## src/hw/rtl/stdp_pkg.sv

```systemverilog
// Shared types and constants for the scan timer with on-delay, pulse and capture modes.
// No dependencies; imported by every module of the block.
package stdp_pkg;

	localparam int TIME_WIDTH_DEF = 32;
	localparam int FIELD_W        = 32;
	localparam int CFG_IDX_W      = 2;

	// Configuration register indexes
	localparam logic [CFG_IDX_W-1:0] CFG_TIMER_MODE  = 2'd0;
	localparam logic [CFG_IDX_W-1:0] CFG_OFF_TIME_MS = 2'd1;
	localparam logic [CFG_IDX_W-1:0] CFG_ON_TIME_MS  = 2'd2;

	// Timer mode codes
	localparam logic [1:0] MODE_ONESHOT = 2'd0;
	localparam logic [1:0] MODE_PULSE   = 2'd1;
	localparam logic [1:0] MODE_CAPTURE = 2'd2;

	typedef struct packed {
		logic [FIELD_W-1:0] now_ms;
		logic               enable_cmd;
	} in_item_t;

	typedef struct packed {
		logic               timer_running;
		logic               timer_done;
		logic [FIELD_W-1:0] elapsed_out;
	} out_item_t;

	typedef struct packed {
		logic [1:0]         timer_mode;
		logic [FIELD_W-1:0] off_time_ms;
		logic [FIELD_W-1:0] on_time_ms;
	} cfg_t;

endpackage

```

## src/hw/rtl/scan_timer_delay_pulse.sv

```systemverilog
// Top level of the scan timer: input register, timer core and result register.
// Depends on stdp_pkg, stdp_cfg and stdp_core.
//
// Usage:
//   Each input transaction on in_valid/in_ready is one scan: the current
//   millisecond time and the enable command. Each scan yields exactly one
//   result transaction on out_valid/out_ready carrying the running flag,
//   the done level and the elapsed time after that scan's update.
//   Configuration is written through cfg_we/cfg_index/cfg_data with no
//   handshake; write it only while no scan is in flight.
//   Path: a scan accepted at one edge sits in the input register; when the
//   result register is free or draining it is applied to the timer state,
//   and its result is captured in the result register and offered on out_valid.
//   Throughput: one scan per cycle while the receiver does not stall, set by the
//   single subtract-and-compare feedback through the timer state register.
//   The input register keeps accepting while a finished result waits; when
//   the receiver stalls, the result register and then the input register
//   hold, and in_ready falls only once both are full.
//   Reset clears the timer state, all configuration registers and both
//   valid flags.
module scan_timer_delay_pulse
	import stdp_pkg::*;
#(
	parameter int TIME_WIDTH = TIME_WIDTH_DEF
) (
	input  logic                 clk,
	input  logic                 arst_n,
	input  logic                 in_valid,
	output logic                 in_ready,
	input  in_item_t             in_data,
	output logic                 out_valid,
	input  logic                 out_ready,
	output out_item_t            out_data,
	input  logic                 cfg_we,
	input  logic [CFG_IDX_W-1:0] cfg_index,
	input  logic [FIELD_W-1:0]   cfg_data
);

	cfg_t      cfg;
	in_item_t  item_s1;
	logic      valid_s1;
	out_item_t result;
	out_item_t out_q;
	logic      out_valid_q;
	logic      advance;

	stdp_cfg u_cfg (
		.clk       (clk),
		.arst_n    (arst_n),
		.cfg_we    (cfg_we),
		.cfg_index (cfg_index),
		.cfg_data  (cfg_data),
		.cfg       (cfg)
	);

	// Advance the held scan when the result register is free or draining
	assign advance  = valid_s1 && (!out_valid_q || out_ready);
	assign in_ready = !valid_s1 || advance;

	always_ff @(posedge clk or negedge arst_n) begin
		if (!arst_n) begin
			valid_s1 <= 1'b0;
		end else if (in_ready) begin
			valid_s1 <= in_valid;
		end
	end

	always_ff @(posedge clk) begin
		if (in_ready && in_valid) begin
			item_s1 <= in_data;
		end
	end

	stdp_core #(
		.TIME_WIDTH (TIME_WIDTH)
	) u_core (
		.clk    (clk),
		.arst_n (arst_n),
		.step   (advance),
		.item   (item_s1),
		.cfg    (cfg),
		.result (result)
	);

	always_ff @(posedge clk or negedge arst_n) begin
		if (!arst_n) begin
			out_valid_q <= 1'b0;
		end else if (advance) begin
			out_valid_q <= 1'b1;
		end else if (out_ready) begin
			out_valid_q <= 1'b0;
		end
	end

	always_ff @(posedge clk) begin
		if (advance) begin
			out_q <= result;
		end
	end

	assign out_valid = out_valid_q;
	assign out_data  = out_q;

endmodule

```

## src/hw/rtl/stdp_cfg.sv

```systemverilog
// Configuration register file for the scan timer.
// Depends on stdp_pkg for register indexes and the cfg_t struct.
module stdp_cfg
	import stdp_pkg::*;
(
	input  logic                 clk,
	input  logic                 arst_n,
	input  logic                 cfg_we,
	input  logic [CFG_IDX_W-1:0] cfg_index,
	input  logic [FIELD_W-1:0]   cfg_data,
	output cfg_t                 cfg
);

	cfg_t cfg_q;

	always_ff @(posedge clk or negedge arst_n) begin
		if (!arst_n) begin
			cfg_q <= '0;
		end else if (cfg_we) begin
			unique case (cfg_index)
				CFG_TIMER_MODE:  cfg_q.timer_mode  <= cfg_data[1:0];
				CFG_OFF_TIME_MS: cfg_q.off_time_ms <= cfg_data;
				CFG_ON_TIME_MS:  cfg_q.on_time_ms  <= cfg_data;
				default: ; // drop writes beyond the register list
			endcase
		end
	end

	assign cfg = cfg_q;

endmodule

```

## src/hw/rtl/stdp_core.sv

```systemverilog
// Timer state and per-scan update: one subtract and compare against the limits.
// Depends on stdp_pkg for item structs, cfg_t and mode codes.
module stdp_core
	import stdp_pkg::*;
#(
	parameter int TIME_WIDTH = TIME_WIDTH_DEF
) (
	input  logic      clk,
	input  logic      arst_n,
	input  logic      step,
	input  in_item_t  item,
	input  cfg_t      cfg,
	output out_item_t result
);

	logic                  running_q, done_q;
	logic [TIME_WIDTH-1:0] start_q, elapsed_q;

	logic                  running_d, done_d;
	logic [TIME_WIDTH-1:0] start_d, elapsed_d;
	logic [TIME_WIDTH-1:0] now_w, start_eff, diff;
	logic [63:0]           now_ext, diff_ext, elapsed_ext;
	logic                  off_hit, on_hit;

	assign now_ext   = {32'd0, item.now_ms};
	assign now_w     = now_ext[TIME_WIDTH-1:0];
	assign start_eff = running_q ? start_q : now_w;
	assign diff      = now_w - start_eff;
	// Zero-extend the wrapped difference to compare with the full limit
	assign diff_ext  = 64'(diff);
	assign off_hit   = diff_ext >= {32'd0, cfg.off_time_ms};
	assign on_hit    = diff_ext >= {32'd0, cfg.on_time_ms};

	always_comb begin
		running_d = running_q;
		done_d    = done_q;
		start_d   = start_q;
		elapsed_d = elapsed_q;
		if (!item.enable_cmd) begin
			running_d = 1'b0;
			done_d    = 1'b0;
		end else begin
			running_d = 1'b1;
			start_d   = start_eff;
			case (cfg.timer_mode)
				MODE_ONESHOT: begin
					if (!done_q) begin
						elapsed_d = diff;
						done_d    = off_hit;
					end
				end
				MODE_PULSE: begin
					elapsed_d = diff;
					// toggle the level and restart timing from this scan
					if ((!done_q && off_hit) || (done_q && on_hit)) begin
						done_d    = !done_q;
						start_d   = now_w;
						elapsed_d = '0;
					end
				end
				MODE_CAPTURE: elapsed_d = diff;
				default: ; // unused mode: start only
			endcase
		end
	end

	always_ff @(posedge clk or negedge arst_n) begin
		if (!arst_n) begin
			running_q <= 1'b0;
			done_q    <= 1'b0;
			start_q   <= '0;
			elapsed_q <= '0;
		end else if (step) begin
			running_q <= running_d;
			done_q    <= done_d;
			start_q   <= start_d;
			elapsed_q <= elapsed_d;
		end
	end

	assign elapsed_ext          = 64'(elapsed_d);
	assign result.timer_running = running_d;
	assign result.timer_done    = done_d;
	assign result.elapsed_out   = elapsed_ext[FIELD_W-1:0];

endmodule
```

## config.mk

```make
export PLATFORM = sky130hd
export DESIGN_NAME = scan_timer_delay_pulse
export DESIGN_NICKNAME = d
export VERILOG_FILES = /design/src/hw/rtl/stdp_pkg.sv /design/src/hw/rtl/scan_timer_delay_pulse.sv /design/src/hw/rtl/stdp_cfg.sv /design/src/hw/rtl/stdp_core.sv
export SDC_FILE = /design/constraint.sdc
export NUM_CORES = 1
export LEC_CHECK = 0
export BUFFER_PORTS_ARGS = -buffer_cell sky130_fd_sc_hd__buf_4
export CORE_MARGIN = 10
export CORE_UTILIZATION = 50
export DETAILED_ROUTE_END_ITERATION = 8
export PLACE_DENSITY = 0.69
export RECOVER_POWER = 25
export SLEW_MARGIN = 10
export SYNTH_ARGS = -nofsm -noshare
export SYNTH_HDL_FRONTEND = slang
export SYNTH_HIERARCHICAL = 1
export SYNTH_SLANG_ARGS = --single-unit
export TNS_END_PERCENT = 100
```

## constraint.sdc

```tcl
create_clock -name clk -period 6.27 [get_ports clk]
set_clock_uncertainty 0.05 [all_clocks]
set_input_delay 0.627 -clock clk [delete_from_list [all_inputs] [get_ports clk]]
set_output_delay 0.627 -clock clk [all_outputs]
set_load 0.005 [all_outputs]
```

==> flow_summary_export.csv <==
group,metric,value,unit
worst_setup_path,path_delay_family,"compound AO/OA/AOI/OAI gates",
clock_network,clkTransAtPathRegs,0.06,ns
power_and_ir_drop,vdd_drop_max,243.3,uV
sta,drv_slew,103,
floorplanning,start_util,50.91,%
worst_setup_path,crit_chain,"o21ai_0 -> ha_1 -> inv_1 -> fa_1 -> a211oi_2 -> nor2_1 -> a221o_1 -> and4_4 -> nor2_2 -> o311ai_0 -> a31oi_1 -> xor2_1 -> inv_1 -> ha_1 -> nand4_1 -> nor4_2 -> buf_4 -> o21ai_0 -> a21oi_2 -> buf_4 -> a21oi_1 -> nor2_4 -> buf_12 -> mux2_1",
synthesis,synthFlopType,"dfrtp_1",
worst_setup_path,path_buf_inv,5,
final_layout,num_antenna_cells,0,
synthesis,yosysTopAreaCell,"dfrtp_1",
clock_network,h-tree-depth,1,
global_route,grt_pass1_vias,8417,
worst_setup_path,path_max_fanout,16,
global_route,antenna_found_initial,0,
clock_network,cts.sinks,201,
worst_setup_path,ff2ff_setup_slack,0.34,ns
sta,fmax,168.6,MHz
sta,min_period_over_period,94.61,%
final_layout,drive_gt1_share,23.78,%
synthesis,yosysTopAreaCellShare,29.09,%
drt,drc,0,
floorplanning,coreArea,22640,um^2
worst_setup_path,slowest_delay,0.58,ns
power_and_ir_drop,power_density,434.8,nW/um^2
clock_network,clock-root-buffer,"clkbuf_16",
floorplanning,die_y,171.8,um
drt,drt_iter0_markers,544,
synthesis,syn_area,11530,um^2
drt,viasPerCell,5.800,
clock_network,clock_tree.buffer_depth,3,
min_path,hp-class,"in -> reg",
synthesis,yosysWarnings,6,
job,max-cap-violations,2,
sta,fin_tns_setup,0,ns
floorplanning,dieWidth,171.8,um
clock_network,numCtsBuffers,23,
final_layout,final_net_count,1299,
drt,routedWlPerCell,19.72,um
drt,dr.pass1.iters,5,
power_and_ir_drop,p_leak,6.320,nW
worst_setup_path,crit_path_end_kind,"register",
synthesis,async_reset_ff_share,66.67,%
worst_setup_path,start_kind,"register",
worst_setup_path,crit_slowest_cell,"dfrtp_4",
clock_network,hold_buffers,0,
sta,hold_viol_final,0,
global_route,track_usage,18.79,%
sta,rsz0062_at_grt,"false",
floorplanning,die-area,29530,um^2
drt,vias,8312,
placement,gp_congestion,0.9487,
run_status,outcome,"finished, violations left",
global_route,grt-ovfl-total,0,
synthesis,synth_nets,1170,
clock_network,clock_latency,0.53,ns
synthesis,yosysUniqueCellTypes,70,
synthesis,synth_edf_count,67,
global_route,grt_max_degree,70,
sta,finalSetupViolations,0,
sta,tightest_slew,3.832,ns
global_route,grt_pass1_wl,44660,um
final_layout,nFillCells,1866,
run_status,violations,"max-capacitance violations, max-slew violations",
synthesis,ys_seq_area_share,46.54,%
drt,drtAntennaViolNets,0,
synthesis,syn_area_per_cell,11.50,um^2
synthesis,synth_cells,1002,
final_layout,syn_to_final_growth,17.94,%
worst_setup_path,required,6.61,ns
worst_setup_path,path_class,"reg -> reg",
sta,fin_crit,5.932,ns
sta,slew_headroom,-155.5,%
drt,routed_wl,28250,um
floorplanning,pin_count,108,
floorplanning,row_count,55,
placement,hpwlAfterDp,20250,um
worst_setup_path,worst_ep_arrival_time,6.27,ns
clock_network,cts_tree,"done",
synthesis,synthTopCellsByArea,"dfrtp_1 (29%), edfxtp_1 (17%), ha_1 (10%)",
placement,portBuffers,107,
synthesis,synth_seq_cells,201,
final_layout,mostFrequentLayoutCell,"dfrtp_1",
final_layout,utilization,60.05,%
final_layout,final_cell_mix,"dfrtp_1 (133), buf_4 (101), ha_1 (95), inv_1 (88), edfxtp_1 (67)",
## power by group
| part | switching [mW] | internal [mW] |
|---|---|---|
| registers | 0.203 | 1.76 |
| logic | 1.39 | 1.14 |
| clock network | 0.566 | 0.851 |
| total | 2.16 | 3.75 |
## stage by stage
stage,power [mW],instance area (um^2),hold slack [ns],cells,worst slack (ns)
after floorplan,3.601,11530,0.2814,1002,0.5002
after global placement,4.385,12680,0.4151,1382,0.2012
after detailed placement,4.430,12680,0.4207,1382,0.07474
after CTS,5.880,13480,0.08785,1424,0.02376
after global routing,6.321,13600,0.2405,1433,0.01315
final,5.912,13600,0.2485,1433,0.3379
## synth_stat cells, types with 10 or more instances
cell type	count
dfrtp_1	134
a211oi_1	11
edfxtp_1	67
nand2_1	57
a22o_1	33
o21a_1	10
nand4_1	15
inv_1	88
clkbuf_1	18
mux2_4	32
a21o_1	28
mux2_2	36
mux2i_1	31
mux2_1	32
nor2_1	36
nand3_1	11
ha_1	95
a21oi_1	60
o21ai_0	41
## per-layer routing
layer  vias up  routed length, um  GRT usage [%]
li1       3949                  -              -
met1      4091              12650          25.06
met2       210              13060          30.11
met3        62               1552          3.415
met4         0                986          6.522
met5         -                  0              0
## state kept, by name, indices dropped and copies added, names as in the netlist, 32 cells and up
| name | count |
|---|---|
| item_s1 | 33 |
| out_data | 34 |
| u_cfg/cfg | 66 |
| u_core/elapsed_q | 32 |
| u_core/start_q | 32 |
## final cells by class
type / count / area [um^2] / share of cell area, %
clock inverters: 16 / 171.4 / 1.261
repair buffers: 139 / 1070 / 7.869
clock buffers: 26 / 629.4 / 4.629
inverters: 89 / 334.1 / 2.457
multi-input cells: 677 / 5665 / 41.67
flip-flops and latches: 201 / 5369 / 39.49
well taps: 285 / 356.6 / 2.623
## cell families after synthesis
| kind of cell | Yosys count | share of synthesized area (%) |
|---|---|---|
| xor gates and xnor gates | 18 | 1.433 |
| adders and majority gates | 96 | 10.49 |
| muxes | 131 | 13.50 |
| buffers and inverters | 124 | 4.656 |
| DFF | 201 | 46.54 |
| AOI/OAI and AO/OA | 256 | 15.39 |
| and+or+nand+nor | 176 | 7.989 |
## worst paths after layout
path	from	end	cells after the start
min in group asynchronous	arst_n	u_cfg/cfg[60]$_DFFE_PN0P_	1
max in group asynchronous	arst_n	u_core/running_q$_DFFE_PN0P_	1
min reg2reg	u_core/elapsed_q[19]$_DFFE_PN0P_	u_core/elapsed_q[19]$_DFFE_PN0P_	2
min	in_data[17]	item_s1[17]$_DFFE_PP_	1
max	u_core/running_q$_DFFE_PN0P_	u_core/start_q[18]$_DFFE_PN0P_	24
max reg2reg	u_core/running_q$_DFFE_PN0P_	u_core/start_q[18]$_DFFE_PN0P_	24
## timing repair
item,in CTS,in global routing
endpoints found under the setup margin,0,93
gates resized for setup,0,13
endpoints found under the hold margin,0,0
setup buffers,0,7
## worst reg2reg max path: cells and delay by family (launching register included)
family | cells | cell delay [ns]
multiplexers | 1 | 0.34
XOR/XNOR | 1 | 0.27
AND/OR/NAND/NOR | 6 | 1.21
adder cells (fa/ha/maj) | 3 | 0.94
AO/OA/AOI/OAI | 8 | 1.72
buffers and inverters | 5 | 0.69
flip-flops | 1 | 0.58
(Power assumes the default switching activity.)
